$ cat config.mk
export PLATFORM = sky130hd
export DESIGN_NAME = windowed_label_mode_filter_unit_flat
export DESIGN_NICKNAME = d
export VERILOG_FILES = /design/src/wlmf_pkg.sv /design/src/wlmf_if.sv /design/src/wlmf_window.sv /design/src/wlmf_count_mem.sv /design/src/wlmf_scan.sv /design/src/windowed_label_mode_filter_unit.sv /design/src/flat_wrapper.sv
export SDC_FILE = /design/constraint.sdc
export NUM_CORES = 2
export LEC_CHECK = 0
export ABC_AREA = 1
export BUFFER_PORTS_ARGS = -buffer_cell sky130_fd_sc_hd__buf_2
export CORE_UTILIZATION = 67
export CTS_BUF_LIST = sky130_fd_sc_hd__clkbuf_4 sky130_fd_sc_hd__clkbuf_8
export CTS_CLUSTER_DIAMETER = 100
export DETAILED_ROUTE_END_ITERATION = 7
export PLACE_DENSITY = 0.79
export SYNTH_ARGS = -nofsm -noshare
export SYNTH_HDL_FRONTEND = slang
export SYNTH_SLANG_ARGS = --single-unit
$ cat constraint.sdc
create_clock -name clk_i -period 23.8 [get_ports clk_i]
set_clock_uncertainty 0.1 [all_clocks]
set_input_delay 2.38 -clock clk_i [delete_from_list [all_inputs] [get_ports clk_i]]
set_output_delay 2.38 -clock clk_i [all_outputs]
set_load 0.03 [all_outputs]
$ cat src/wlmf_pkg.sv
// wlmf_pkg: shared constants, register indexes and control types of the
// windowed label mode filter. No dependencies.

package wlmf_pkg;

  localparam int MAX_WINDOW = 32;
  localparam int LABEL_BITS = 8;

  localparam int CFG_IDX_W  = 2;
  localparam int CFG_DATA_W = 6;

  localparam logic [CFG_IDX_W-1:0] REG_MIN_COUNT  = 2'd0;
  localparam logic [CFG_IDX_W-1:0] REG_WINDOW_LEN = 2'd1;

  localparam logic [CFG_DATA_W-1:0] MIN_COUNT_RST  = 6'd1;
  localparam logic [CFG_DATA_W-1:0] WINDOW_LEN_RST = 6'd5;

  // window store control
  typedef struct packed {
    logic push;
    logic clear;
  } wlmf_win_ctrl_t;

  // sequencer status
  typedef struct packed {
    logic clearing;
    logic idle;
  } wlmf_status_t;

endpackage

$ cat src/wlmf_if.sv
// wlmf channel interfaces: label input, filtered label output, config write.
// Depends on wlmf_pkg.

interface wlmf_in_if #(
  parameter int LabelBits = wlmf_pkg::LABEL_BITS
);
  logic                 valid;
  logic                 ready;
  logic [LabelBits-1:0] class_label;

  modport source (output valid, output class_label, input ready);
  modport sink   (input valid, input class_label, output ready);
endinterface

interface wlmf_out_if #(
  parameter int LabelBits = wlmf_pkg::LABEL_BITS
);
  logic                 valid;
  logic                 ready;
  logic [LabelBits-1:0] filtered_label;

  modport source (output valid, output filtered_label, input ready);
  modport sink   (input valid, input filtered_label, output ready);
endinterface

interface wlmf_cfg_if;
  logic                            valid;
  logic                            ready;
  logic [wlmf_pkg::CFG_IDX_W-1:0]  index;
  logic [wlmf_pkg::CFG_DATA_W-1:0] data;

  modport source (output valid, output index, output data, input ready);
  modport sink   (input valid, input index, input data, output ready);
endinterface

$ cat src/wlmf_window.sv
// wlmf_window: circular store of the most recent labels and its write pointer.
// Depends on wlmf_pkg.

module wlmf_window #(
  parameter int MaxWindow = wlmf_pkg::MAX_WINDOW,
  parameter int LabelBits = wlmf_pkg::LABEL_BITS,
  parameter int PtrW      = (MaxWindow > 1) ? $clog2(MaxWindow) : 1
) (
  input  logic                     clk_i,
  input  logic                     rst_ni,
  input  wlmf_pkg::wlmf_win_ctrl_t ctrl_i,
  input  logic [LabelBits-1:0]     push_label_i,
  input  logic [PtrW-1:0]          rd_idx_i,
  output logic [LabelBits-1:0]     rd_label_o,
  output logic [PtrW-1:0]          wr_pos_o
);
  import wlmf_pkg::*;

  localparam logic [PtrW-1:0] LastPos = PtrW'(MaxWindow - 1);

  logic [LabelBits-1:0] win_q [MaxWindow];
  logic [PtrW-1:0]      wr_pos_q, wr_pos_d;

  always_comb begin
    wr_pos_d = wr_pos_q;
    if (ctrl_i.clear) begin
      wr_pos_d = '0;
    end else if (ctrl_i.push) begin
      wr_pos_d = (wr_pos_q == LastPos) ? '0 : wr_pos_q + 1'b1;
    end
  end

  always_ff @(posedge clk_i or negedge rst_ni) begin
    if (!rst_ni) begin
      wr_pos_q <= '0;
      for (int k = 0; k < MaxWindow; k++) win_q[k] <= '0;
    end else begin
      wr_pos_q <= wr_pos_d;
      if (ctrl_i.clear) begin
        for (int k = 0; k < MaxWindow; k++) win_q[k] <= '0;
      end else if (ctrl_i.push) begin
        win_q[wr_pos_q] <= push_label_i;
      end
    end
  end

  assign rd_label_o = win_q[rd_idx_i];
  assign wr_pos_o   = wr_pos_q;

endmodule

$ cat src/wlmf_count_mem.sv
// wlmf_count_mem: per-label running count memory, one write and one
// registered read port. Depends on wlmf_pkg.

module wlmf_count_mem #(
  parameter int LabelBits = wlmf_pkg::LABEL_BITS,
  parameter int CntW      = $clog2(wlmf_pkg::MAX_WINDOW + 1)
) (
  input  logic                 clk_i,
  input  logic                 we_i,
  input  logic [LabelBits-1:0] waddr_i,
  input  logic [CntW-1:0]      wdata_i,
  input  logic [LabelBits-1:0] raddr_i,
  output logic [CntW-1:0]      rdata_o
);
  import wlmf_pkg::*;

  localparam int Depth = 2 ** LabelBits;

  logic [CntW-1:0] mem_q [Depth];
  logic [CntW-1:0] rdata_q;

  always_ff @(posedge clk_i) begin
    if (we_i) begin
      mem_q[waddr_i] <= wdata_i;
    end
  end

  always_ff @(posedge clk_i) begin
    rdata_q <= mem_q[raddr_i];
  end

  assign rdata_o = rdata_q;

endmodule

$ cat src/wlmf_scan.sv
// wlmf_scan: sequencer that walks the window through the count memory,
// tracks the leading label and holds the result register.
// Depends on wlmf_pkg.

module wlmf_scan #(
  parameter int MaxWindow = wlmf_pkg::MAX_WINDOW,
  parameter int LabelBits = wlmf_pkg::LABEL_BITS,
  parameter int PtrW      = (MaxWindow > 1) ? $clog2(MaxWindow) : 1,
  parameter int CntW      = $clog2(MaxWindow + 1)
) (
  input  logic                           clk_i,
  input  logic                           rst_ni,
  input  logic                           in_valid_i,
  output logic                           in_ready_o,
  output logic                           out_valid_o,
  input  logic                           out_ready_i,
  output logic [LabelBits-1:0]           filtered_label_o,
  input  logic [wlmf_pkg::CFG_DATA_W-1:0] min_count_i,
  input  logic [CntW-1:0]                len_i,
  input  logic [PtrW-1:0]                wr_pos_i,
  output logic                           push_o,
  output logic [PtrW-1:0]                rd_idx_o,
  input  logic [LabelBits-1:0]           rd_label_i,
  output logic                           mem_we_o,
  output logic [LabelBits-1:0]           mem_waddr_o,
  output logic [CntW-1:0]                mem_wdata_o,
  output logic [LabelBits-1:0]           mem_raddr_o,
  input  logic [CntW-1:0]                mem_rdata_i,
  output wlmf_pkg::wlmf_status_t         status_o
);
  import wlmf_pkg::*;

  localparam logic [PtrW-1:0] LastPos = PtrW'(MaxWindow - 1);
  localparam int              CmpW    = (CntW > CFG_DATA_W) ? CntW : CFG_DATA_W;
  localparam int              DiffW   = CntW + 1;

  typedef enum logic [6:0] {
    ST_CLEAR = 7'b0000001,
    ST_IDLE  = 7'b0000010,
    ST_START = 7'b0000100,
    ST_SCAN  = 7'b0001000,
    ST_DRAIN = 7'b0010000,
    ST_UNDO  = 7'b0100000,
    ST_DONE  = 7'b1000000
  } state_e;

  state_e               state_q, state_d;
  logic [LabelBits-1:0] clr_q, clr_d;
  logic [PtrW-1:0]      idx_q, idx_d, start_q, start_d, idx_nxt;
  logic [CntW-1:0]      rem_q, rem_d, len_q, len_d;
  logic                 p1_valid_q, p1_valid_d, p1_first_q, p1_first_d;
  logic [LabelBits-1:0] p1_label_q, p1_label_d;
  logic                 wb_valid_q;
  logic [LabelBits-1:0] wb_label_q;
  logic [CntW-1:0]      wb_cnt_q;
  logic [LabelBits-1:0] lead_label_q, lead_label_d;
  logic [CntW-1:0]      lead_cnt_q, lead_cnt_d;
  logic                 out_valid_q, out_valid_d;
  logic [LabelBits-1:0] out_label_q, out_label_d;
  logic [CntW-1:0]      cnt_base, cnt_new;
  logic [DiffW-1:0]     start_diff;
  logic                 out_free, qualifies;

  assign idx_nxt  = (idx_q == LastPos) ? '0 : idx_q + 1'b1;
  assign out_free = !out_valid_q || out_ready_i;

  // oldest window entry: write pointer minus length, modulo the capacity
  always_comb begin
    start_diff = DiffW'(wr_pos_i) - DiffW'(len_i);
    if (start_diff[DiffW-1]) begin
      start_diff = start_diff + DiffW'(MaxWindow);
    end
  end

  // second stage: running count, forwarded from the previous write when the labels match
  assign cnt_base  = (wb_valid_q && (wb_label_q == p1_label_q)) ? wb_cnt_q : mem_rdata_i;
  assign cnt_new   = cnt_base + 1'b1;
  assign qualifies = CmpW'(lead_cnt_q) >= CmpW'(min_count_i);

  always_comb begin
    state_d      = state_q;
    clr_d        = clr_q;
    idx_d        = idx_q;
    start_d      = start_q;
    rem_d        = rem_q;
    len_d        = len_q;
    p1_valid_d   = 1'b0;
    p1_first_d   = 1'b0;
    p1_label_d   = rd_label_i;
    lead_label_d = lead_label_q;
    lead_cnt_d   = lead_cnt_q;
    out_valid_d  = out_valid_q && !out_ready_i;
    out_label_d  = out_label_q;
    in_ready_o   = 1'b0;
    push_o       = 1'b0;
    mem_we_o     = 1'b0;
    mem_waddr_o  = rd_label_i;
    mem_wdata_o  = '0;

    if (p1_valid_q) begin
      mem_we_o    = 1'b1;
      mem_waddr_o = p1_label_q;
      mem_wdata_o = cnt_new;
      if (p1_first_q) begin
        lead_label_d = p1_label_q;
        lead_cnt_d   = CntW'(1);
      end else if ((cnt_new > lead_cnt_q) && (p1_label_q != '0)) begin
        lead_label_d = p1_label_q;
        lead_cnt_d   = cnt_new;
      end
    end

    unique case (state_q)
      ST_CLEAR: begin
        mem_we_o    = 1'b1;
        mem_waddr_o = clr_q;
        clr_d       = clr_q + 1'b1;
        if (clr_q == '1) state_d = ST_IDLE;
      end
      ST_IDLE: begin
        in_ready_o = 1'b1;
        if (in_valid_i) begin
          push_o  = 1'b1;
          state_d = ST_START;
        end
      end
      ST_START: begin
        start_d = PtrW'(start_diff);
        idx_d   = PtrW'(start_diff);
        rem_d   = len_i;
        len_d   = len_i;
        state_d = ST_SCAN;
      end
      ST_SCAN: begin
        p1_valid_d = 1'b1;
        p1_first_d = (rem_q == len_q);
        idx_d      = idx_nxt;
        rem_d      = rem_q - 1'b1;
        if (rem_q == CntW'(1)) state_d = ST_DRAIN;
      end
      ST_DRAIN: begin
        idx_d   = start_q;
        rem_d   = len_q;
        state_d = ST_UNDO;
      end
      ST_UNDO: begin
        // put the touched counters back to zero for the next transaction
        mem_we_o    = 1'b1;
        mem_waddr_o = rd_label_i;
        idx_d       = idx_nxt;
        rem_d       = rem_q - 1'b1;
        if (rem_q == CntW'(1)) state_d = ST_DONE;
      end
      ST_DONE: begin
        if (out_free) begin
          out_valid_d = 1'b1;
          out_label_d = qualifies ? lead_label_q : '0;
          state_d     = ST_IDLE;
        end
      end
      default: state_d = ST_CLEAR;
    endcase
  end

  always_ff @(posedge clk_i or negedge rst_ni) begin
    if (!rst_ni) begin
      state_q     <= ST_CLEAR;
      clr_q       <= '0;
      p1_valid_q  <= 1'b0;
      wb_valid_q  <= 1'b0;
      out_valid_q <= 1'b0;
    end else begin
      state_q     <= state_d;
      clr_q       <= clr_d;
      p1_valid_q  <= p1_valid_d;
      wb_valid_q  <= p1_valid_q;
      out_valid_q <= out_valid_d;
    end
  end

  always_ff @(posedge clk_i) begin
    idx_q        <= idx_d;
    start_q      <= start_d;
    rem_q        <= rem_d;
    len_q        <= len_d;
    p1_first_q   <= p1_first_d;
    p1_label_q   <= p1_label_d;
    wb_label_q   <= p1_label_q;
    wb_cnt_q     <= cnt_new;
    lead_label_q <= lead_label_d;
    lead_cnt_q   <= lead_cnt_d;
    out_label_q  <= out_label_d;
  end

  assign rd_idx_o          = idx_q;
  assign mem_raddr_o       = rd_label_i;
  assign out_valid_o       = out_valid_q;
  assign filtered_label_o  = out_label_q;
  assign status_o.clearing = (state_q == ST_CLEAR);
  assign status_o.idle     = (state_q == ST_IDLE);

endmodule

$ cat src/windowed_label_mode_filter_unit.sv
// windowed_label_mode_filter_unit: top level with config registers, window
// store, count memory and scan sequencer. Depends on wlmf_pkg and wlmf_if.
//
//   channel      dir   payload                      transaction
//   label_in_i   in    class_label                  valid & ready
//   label_out_o  out   filtered_label               valid & ready
//   cfg_i        in    index, data                  valid & ready (ready is always high)
//
// in one transaction the count memory is walked along the effective window once to
// count and once to zero the counters
// after reset a clearing pass over all 2**LabelBits counters (256 by default) keeps ready low
// a config write to a defined register clears the window and write pointer
// a result waits in the output register; the next label is taken meanwhile

module windowed_label_mode_filter_unit #(
  parameter int MaxWindow = wlmf_pkg::MAX_WINDOW,
  parameter int LabelBits = wlmf_pkg::LABEL_BITS
) (
  input logic        clk_i,
  input logic        rst_ni,
  wlmf_in_if.sink    label_in_i,
  wlmf_out_if.source label_out_o,
  wlmf_cfg_if.sink   cfg_i
);
  import wlmf_pkg::*;

  localparam int PtrW = (MaxWindow > 1) ? $clog2(MaxWindow) : 1;
  localparam int CntW = $clog2(MaxWindow + 1);

  logic [CFG_DATA_W-1:0] min_count_q, min_count_d;
  logic [CFG_DATA_W-1:0] window_len_q, window_len_d;
  logic                  cfg_write, cfg_hit;
  logic [CntW-1:0]       eff_len;
  wlmf_win_ctrl_t        win_ctrl;
  wlmf_status_t          status;
  logic                  push;
  logic [PtrW-1:0]       rd_idx, wr_pos;
  logic [LabelBits-1:0]  rd_label;
  logic                  mem_we;
  logic [LabelBits-1:0]  mem_waddr, mem_raddr;
  logic [CntW-1:0]       mem_wdata, mem_rdata;

  assign cfg_i.ready = 1'b1;
  assign cfg_write   = cfg_i.valid && cfg_i.ready;

  always_comb begin
    min_count_d  = min_count_q;
    window_len_d = window_len_q;
    cfg_hit      = 1'b0;
    if (cfg_write) begin
      unique case (cfg_i.index)
        REG_MIN_COUNT: begin
          min_count_d = cfg_i.data;
          cfg_hit     = 1'b1;
        end
        REG_WINDOW_LEN: begin
          window_len_d = cfg_i.data;
          cfg_hit      = 1'b1;
        end
        default: cfg_hit = 1'b0;
      endcase
    end
  end

  always_ff @(posedge clk_i or negedge rst_ni) begin
    if (!rst_ni) begin
      min_count_q  <= MIN_COUNT_RST;
      window_len_q <= WINDOW_LEN_RST;
    end else begin
      min_count_q  <= min_count_d;
      window_len_q <= window_len_d;
    end
  end

  // zero means one entry, anything above the capacity saturates
  always_comb begin
    if (window_len_q == '0) begin
      eff_len = CntW'(1);
    end else if (int'(window_len_q) > MaxWindow) begin
      eff_len = CntW'(MaxWindow);
    end else begin
      eff_len = CntW'(window_len_q);
    end
  end

  assign win_ctrl.push  = push;
  assign win_ctrl.clear = cfg_hit;

  wlmf_window #(
    .MaxWindow (MaxWindow),
    .LabelBits (LabelBits),
    .PtrW      (PtrW)
  ) u_window (
    .clk_i        (clk_i),
    .rst_ni       (rst_ni),
    .ctrl_i       (win_ctrl),
    .push_label_i (label_in_i.class_label),
    .rd_idx_i     (rd_idx),
    .rd_label_o   (rd_label),
    .wr_pos_o     (wr_pos)
  );

  wlmf_count_mem #(
    .LabelBits (LabelBits),
    .CntW      (CntW)
  ) u_count_mem (
    .clk_i   (clk_i),
    .we_i    (mem_we),
    .waddr_i (mem_waddr),
    .wdata_i (mem_wdata),
    .raddr_i (mem_raddr),
    .rdata_o (mem_rdata)
  );

  wlmf_scan #(
    .MaxWindow (MaxWindow),
    .LabelBits (LabelBits),
    .PtrW      (PtrW),
    .CntW      (CntW)
  ) u_scan (
    .clk_i            (clk_i),
    .rst_ni           (rst_ni),
    .in_valid_i       (label_in_i.valid),
    .in_ready_o       (label_in_i.ready),
    .out_valid_o      (label_out_o.valid),
    .out_ready_i      (label_out_o.ready),
    .filtered_label_o (label_out_o.filtered_label),
    .min_count_i      (min_count_q),
    .len_i            (eff_len),
    .wr_pos_i         (wr_pos),
    .push_o           (push),
    .rd_idx_o         (rd_idx),
    .rd_label_i       (rd_label),
    .mem_we_o         (mem_we),
    .mem_waddr_o      (mem_waddr),
    .mem_wdata_o      (mem_wdata),
    .mem_raddr_o      (mem_raddr),
    .mem_rdata_i      (mem_rdata),
    .status_o         (status)
  );

`ifndef SYNTH
  a_cfg_clears_ptr: assert property (@(posedge clk_i) disable iff (!rst_ni)
    cfg_hit |=> (wr_pos == '0))
    else $error("write pointer not cleared after config write");

  a_busy_after_accept: assert property (@(posedge clk_i) disable iff (!rst_ni)
    (label_in_i.valid && label_in_i.ready) |=> !label_in_i.ready)
    else $error("ready still high after an accepted transaction");

  a_clear_quiet: assert property (@(posedge clk_i) disable iff (!rst_ni)
    status.clearing |-> (!label_in_i.ready && !label_out_o.valid && !status.idle))
    else $error("channel active during counter clearing pass");
`endif

endmodule
$ cat src/flat_wrapper.sv
// flat-port wrapper written by rule: the top's interface ports become plain ports
module windowed_label_mode_filter_unit_flat import wlmf_pkg::*;
#(
  parameter int MaxWindow = wlmf_pkg::MAX_WINDOW,
  parameter int LabelBits = wlmf_pkg::LABEL_BITS
)
  (clk_i, rst_ni, label_in_i_valid, label_in_i_class_label, label_in_i_ready, label_out_o_valid, label_out_o_filtered_label, label_out_o_ready, cfg_i_valid, cfg_i_index, cfg_i_data, cfg_i_ready);
  wlmf_in_if #(.LabelBits(LabelBits)) label_in_i_i ();
  wlmf_out_if #(.LabelBits(LabelBits)) label_out_o_i ();
  wlmf_cfg_if cfg_i_i ();
  input logic clk_i;
  input logic rst_ni;
  input wire logic [$bits(label_in_i_i.valid)-1:0] label_in_i_valid;
  input wire logic [$bits(label_in_i_i.class_label)-1:0] label_in_i_class_label;
  output wire logic [$bits(label_in_i_i.ready)-1:0] label_in_i_ready;
  output wire logic [$bits(label_out_o_i.valid)-1:0] label_out_o_valid;
  output wire logic [$bits(label_out_o_i.filtered_label)-1:0] label_out_o_filtered_label;
  input wire logic [$bits(label_out_o_i.ready)-1:0] label_out_o_ready;
  input wire logic [$bits(cfg_i_i.valid)-1:0] cfg_i_valid;
  input wire logic [$bits(cfg_i_i.index)-1:0] cfg_i_index;
  input wire logic [$bits(cfg_i_i.data)-1:0] cfg_i_data;
  output wire logic [$bits(cfg_i_i.ready)-1:0] cfg_i_ready;
  assign label_in_i_i.valid = label_in_i_valid;
  assign label_in_i_i.class_label = label_in_i_class_label;
  assign label_in_i_ready = label_in_i_i.ready;
  assign label_out_o_valid = label_out_o_i.valid;
  assign label_out_o_filtered_label = label_out_o_i.filtered_label;
  assign label_out_o_i.ready = label_out_o_ready;
  assign cfg_i_i.valid = cfg_i_valid;
  assign cfg_i_i.index = cfg_i_index;
  assign cfg_i_i.data = cfg_i_data;
  assign cfg_i_ready = cfg_i_i.ready;
  windowed_label_mode_filter_unit #(.MaxWindow(MaxWindow), .LabelBits(LabelBits)) u_core (.clk_i(clk_i), .rst_ni(rst_ni), .label_in_i(label_in_i_i), .label_out_o(label_out_o_i), .cfg_i(cfg_i_i));
endmodule
Yosys cells after proc, flatten, opt, wreduce, memory -nomap -nowiden. Memories as Yosys holds them, arrays and structs flattened. A register that Yosys moved wholly into a read port is not among the register bits. Cells that the tools add are included.

Flip-flop bits (word level): 358. Memory bits (writable): 1536. Bits of input ports: 21. Logic and storage cells: 149. Memories kept: 1.

Memories: u_core.u_count_mem.mem_q (depth 256, bits a word 6, rd ports 1, clocked after memory_dff 1, write ports 1, line wlmf_count_mem.sv:19) `logic [CntW-1:0] mem_q [Depth];`.

Add/sub/neg operators: 7. Magnitude comparators: 6. Eq/ne operators: 19. Muxes and demuxes: 42. Bitwise gates (word level): 2. Reductions and logical operators: 21.

Operator list (count): 256-bit two-way mux (2); 256-bit bitwise mux (1); 7-bit one-hot mux with 7 select lines (1); 8-bit two-way mux (6); 8-bit binary-select mux with 5-bit select (1); 8-bit demux with 5-bit select (1); 7-bit two-way mux (5); 6-bit two-way mux (5); 5-bit two-way mux (5); 6-bit one-hot mux with 3 select lines (1); 8-bit one-hot mux with 2 select lines (1); 5-bit by 1-bit adder with 5-bit output (second input constant) (3); 5-bit one-hot mux with 3 select lines (1); 6-bit >= comparator (second input constant) (2); 1-bit two-way mux (12); 5-bit inverter with 6-bit output (2); 5-bit equality test (second input constant) (2); 2-bit inequality test (second input constant) (5); 8-bit by 1-bit adder with 8-bit output (second input constant) (1); 8-bit equality test (1); 8-bit equality test (second input constant) (1); 2-bit AND reduction (4); 8-bit nonzero test (1); 7-bit by 1-bit equality test with 1-bit output (second input constant) (1); other kinds (25) (32).

Longest topological paths before layout.
Word-level depth: 8. Gate-level depth with buffers: 22. Mapped depth without buffers: 20.

Cells and area by module. Synthesis repeated with hierarchy kept, for this count alone.

Cell total of the unflattened synthesis: 7482. Area, all modules: 80627.3 sq um.

By module, submodules not included: wlmf_count_mem (instances 1, cells each 5386, area each 63151.8 sq um, sequential area each 46244.4 sq um); wlmf_window (instances 1, cells each 1556, area each 12523.3 sq um, sequential area each 6531.3 sq um); wlmf_scan (instances 1, cells each 475, area each 4386.7 sq um, sequential area each 2233.4 sq um); windowed_label_mode_filter_unit (instances 1, cells each 65, area each 565.5 sq um, sequential area each 304.0 sq um).

Least setup slack after synthesis. OpenSTA, ideal clock, no wires.

Path kind: register -> register. Start: register u_core.u_scan.p1_label_q[2]. End: memory u_core.u_count_mem.mem_q[0][4] (netlist name) (data pin). Data arrival time: 7736 ps. Required time: 22311 ps. Setup slack: 14575 ps. Cell stages (with the launch flop): 11. Buffers on the path: 0. Clock period less this slack: 9225 ps. Cell sequence: dfxtp_1 xnor2_1 o211ai_1 nor3_1 nand4_1 o21ai_0 inv_1 ha_1 nand3_1 xor2_1 nor2_1.

Cells in the longest elaborated chain, start to end: 5.

Ends and longest elaborated chain: from (decl) (line wlmf_scan.sv:52) `logic [LabelBits-1:0] p1_label_q, p1_label_d;`; from (signal assigned) (line wlmf_scan.sv:187) `p1_label_q <= p1_label_d;`; 8-bit equality test (line wlmf_scan.sv:76) `assign cnt_base = (wb_valid_q && (wb_label_q == p1_label_q)) ? wb_cnt_q : mem_rdata_i;`; 1-bit logical AND (line wlmf_scan.sv:76); 6-bit two-way mux (line wlmf_scan.sv:76); 6-bit by 1-bit adder with 6-bit output (line wlmf_scan.sv:77) `assign cnt_new = cnt_base + 1'b1;`; 6-bit two-way mux (line wlmf_scan.sv:100) `if (p1_valid_q) begin`; named net u_core.mem_wdata[4] (line windowed_label_mode_filter_unit.sv:41) `logic [CntW-1:0] mem_wdata, mem_rdata;`; to (decl) (line wlmf_count_mem.sv:19).

The timed path passes the listed nets, and every way through them passes these cells.

Worst setup path after layout.
Start: register u_core.u_scan.idx_q[0] (netlist: u_core.u_scan.rd_idx_o[0]). End: register u_core.u_count_mem.rdata_q[2] (netlist: u_core.u_count_mem.rdata_o[2]), read port of u_core.u_count_mem.mem_q.

Cells in the longest elaborated chain, start to end: 4.

Ends and longest elaborated chain: from (decl) (line wlmf_scan.sv:49) `logic [PtrW-1:0] idx_q, idx_d, start_q, start_d, idx_nxt;`; from (signal assigned) (line wlmf_scan.sv:182) `idx_q <= idx_d;`; 5-bit inverter with 6-bit output (implied by the code) (line wlmf_window.sv:47) `assign rd_label_o = win_q[rd_idx_i];`; 8-bit binary-select mux with 5-bit select (line wlmf_window.sv:47); 8-bit two-way mux (implied by the code) (2 in series) (line wlmf_window.sv:47); to (decl) (line wlmf_count_mem.sv:20) `logic [CntW-1:0] rdata_q;`.

No other way between the ends. The select of a mux whose other input is x is not followed. A chain may end at the register's enable or synchronous reset.

==> results.json <==
{
  "outcome": "complete, but fails checks",
  "violations": "design-rule violations",
  "dp_hpwl_mm": 126,
  "synth_most_common_cell": "nand2_1",
  "dieArea_um2": 127000,
  "die_w_um": 356,
  "grt_use_met1": 0.480,
  "vias": 60600,
  "finalCritPeriodShare": 0.362,
  "synth_top_area_cell": "edfxtp_1",
  "ys.flop_type": "edfxtp_1",
  "antenna_found_initial": 7,
  "clk_latency_ps": 1010,
  "gr-usage-met2": 0.542,
  "synth_nets": 8063,
  "core.rowCount": 129,
  "drive_gt1_frac": 0.0833,
  "grt_start_max_net_pins": 257,
  "worstMarginPinSlew_ps": 1350,
  "vias_per_cell": 6.21,
  "slew_viol_final": 0,
  "p_per_area_nw_per_um2": 79.8,
  "syn_inst": 8015,
  "synth_top_area_frac": 0.566,
  "met3_usage": 0.0824,
  "async_reset_ff_frac": 0.153,
  "grt_pass1_vias": 58200,
  "multi_input_area_um2": 23300,
  "drtIter0Drc": 9317,
  "postCtsSetupBuffers": 0,
  "grt_pass1_wl_mm": 340,
  "cts_resized": 0,
  "synth_common_cells": "nand2_1 (1,705), edfxtp_1 (1,580), nand3_1 (1,406)",
  "timing.rr.start": "u_core.u_scan.rd_idx_o[0]",
  "ys_ff_latch": 1900,
  "slowest_stage": "buf_4",
  "nets": 7951,
  "start_util": 0.677,
  "synth_edf_count": 1580,
  "synthesis.area_um2": 83900,
  "worst-path-max-fanout": 111,
  "clkTransAtPathRegs_ps": 60,
  "crit_top_cell": "nand3_1",
  "p_leak_uw": 0.0348,
  "clockBufferDepth": 4,
  "clkPwrFrac": 0.383,
  "critPathArrivalTime_ps": 9420,
  "numPortBuffers": 30,
  "critPathBufInv": 7,
  "setup_viol": 0,
  "swShare": 0.263,
  "cts_tree": "built",
  "rsz0062_at_grt": "no",
  "ys_top_cells_by_area": "edfxtp_1 (57%), dfrtp_1 (8.6%), nand3_1 (8.4%)",
  "crit_path_start_kind": "register",
  "crit_chain": "buf_4, inv_2, buf_4, nand2_1, nand2_1, a21oi_1, nand3_1, nand3_4, nand2_4, buf_4, buf_4, buf_4, buf_4, o21ai_0, nand2_1, nand3_1, nand3_1, nand3_1, nand3_1, nand3_1, nand3_1, nand2_1",
  "root_buffer": "clkbuf_8",
  "regArea_um2": 55300,
  "finalSetupTns_ps": 0,
  "drv_cap": 0,
  "ys_seq_area_frac": 0.659,
  "grt-ovfl-total": 0,
  "period_needed_ps": 8620,
  "final_hold_viol_count": 0,
  "htree_levels": 5,
  "area_growth_syn_to_layout_pct": 7.99,
  "drt_wl_total_mm": 223,
  "drt-pass1-iter-count": 8,
  "p_comb_frac": 0.107,
  "pin_count": 32,
  "die_h_um": 356,
  "wl_per_cell_um": 22.8,
  "irDropWorstVdd_v": 0.0000665,
  "cp_top_family": "buffers and inverters",
  "min_from": "u_core.u_scan.p1_label_q[1]",
  "p_sw_uw": 1900,
  "power_frac_seq": 0.509,
  "synth_warnings": 0,
  "worstPathRequired_ps": 24600,
  "cts_made_buffers": 315,
  "crit_type": "register to register",
  "nFillCells": 8463,
  "fmax_mhz": 116,
  "ys_types": 51,
  "crit_path_max_incr_delay_ps": 990,
  "p_int_uw": 5330,
  "hold_path.class": "register to register",
  "timing.hold.ws_ps": 290,
  "synth_area_per_cell_um2": 10.5,
  "busiest_layer": "met2",
  "slew_headroom": 0.103,
  "drc": 17,
  "stdcell_area_um2": 90600,
  "drtAntennaViolNets": 0,
  "ctsHoldBuffers": 0,
  "crit_path_end_kind": "register",
  "cts_sinks": 1900,
  "grt_usage": 0.353,
  "crit_path_start": "u_core.u_scan.rd_idx_o[0]",
  "gp_congestion": 0.929,
  "core-area_um2": 124000,
  "placed_cell_area_um2": 84600
}
-- routing by layer --
layer  part of all wire  vias up
met1               0.37    28600
met2               0.46     3957
li1                   -    27200
met4              0.049       10
met5            0.00031        -
met3               0.12      742
-- flip-flops by register name, indices dropped and copies added, names as in the netlist, 7 cells and up --
| signal | count |
|---|---|
| u_core.u_scan.lead_label_q | 8 |
| u_core.u_scan.state_q | 7 |
| u_core.u_scan.filtered_label_o | 8 |
| u_core.u_scan.clr_q | 8 |
| u_core.u_scan.p1_label_q | 8 |
| u_core.u_window.win_q | 256 |
| u_core.u_scan.wb_label_q | 8 |
| u_core.u_count_mem.mem_q | 1536 |
-- final timing paths --
check | to | cells past startpoint | slack [ps]
worst max-delay path | u_core.u_count_mem.rdata_o[2] | 22 | 15180
worst min-delay path | u_core.u_scan.wb_label_q[1] | 0 | 290
worst max register to register | u_core.u_count_mem.rdata_o[2] | 22 | 15180
worst min register to register | u_core.u_scan.wb_label_q[1] | 0 | 290
max in group asynchronous | u_core.u_window.win_q[222] | 2 | 20760
min in group asynchronous | u_core.u_window.win_q[39] | 1 | 1390
-- kinds of logic after synthesis --
family	after synthesis	synth area share
compound gates	784	0.0521
buf+inv	1364	0.0644
fa+ha+maj	27	0.00412
flops	1900	0.659
other cells	1	0.0000447
mux	17	0.00207
xor+xnor	30	0.00313
simple gates	3892	0.215
-- layout by cell type, fill, tap and decap left out, types with 9 or more instances in the layout --
cell         n
o21ai_1     23
nand3b_1   373
inv_1      795
clkbuf_8   336
clkinv_1    60
o221ai_1    10
inv_2       19
o211ai_1    90
dfrtp_1    287
mux2i_1     14
nand2_2     17
buf_4       74
buf_2       29
o21ai_0    442
xnor2_1     12
ha_1        26
nand3_1   1405
nand2_1   1696
nor2_4      13
a21oi_1    114
clkinv_2    26
dfxtp_1     29
clkbuf_4   104
buf_12       9
xor2_1      18
nor2_1     333
o22ai_1     85
edfxtp_1  1580
nand4_1     15
-- worst reg2reg max path: cells and delay by family (launching register included) --
kind                   cells  cell delay [ps]
buffers and inverters      7             5270
and+or+nand+nor           13             2550
AOI/OAI and AO/OA          2              260
DFF                        1              350
-- stage by stage --
| step | setup WS, ps | total power, uW | util | std cells |
|---|---|---|---|---|
| after floorplan | 14580 | 4210 | - | 8015 |
| after global routing | 14540 | 7430 | 0.731 | 9755 |
| after global placement | 15540 | 4480 | 0.683 | 9223 |
| final | 15180 | 7230 | 0.731 | 9755 |
| after detailed placement | 15430 | 4500 | 0.683 | 9223 |
| after CTS | 15420 | 7210 | 0.731 | 9754 |
-- power by group through the flow --
stage	clock [uW]	combinational, uW	sequential (uW)
3_3_place_gp	0	737	3750
3_5_place_dp	0	750	3750
2_1_floorplan	0	470	3740
5_1_grt	2920	823	3690
6_report	2770	777	3680
4_1_cts	2780	753	3680
-- final cells by class --
cell class / count / share of cell area
diodes: 1 / 0.0000276
clock buffers: 440 / 0.0597
clock inverters: 91 / 0.00580
inverters: 822 / 0.0343
multi-input cells: 4751 / 0.257
flip-flops and latches: 1900 / 0.611
well taps: 1637 / 0.0226
repair buffers: 113 / 0.00989
Note: power is estimated with default switching activity, not from simulation.
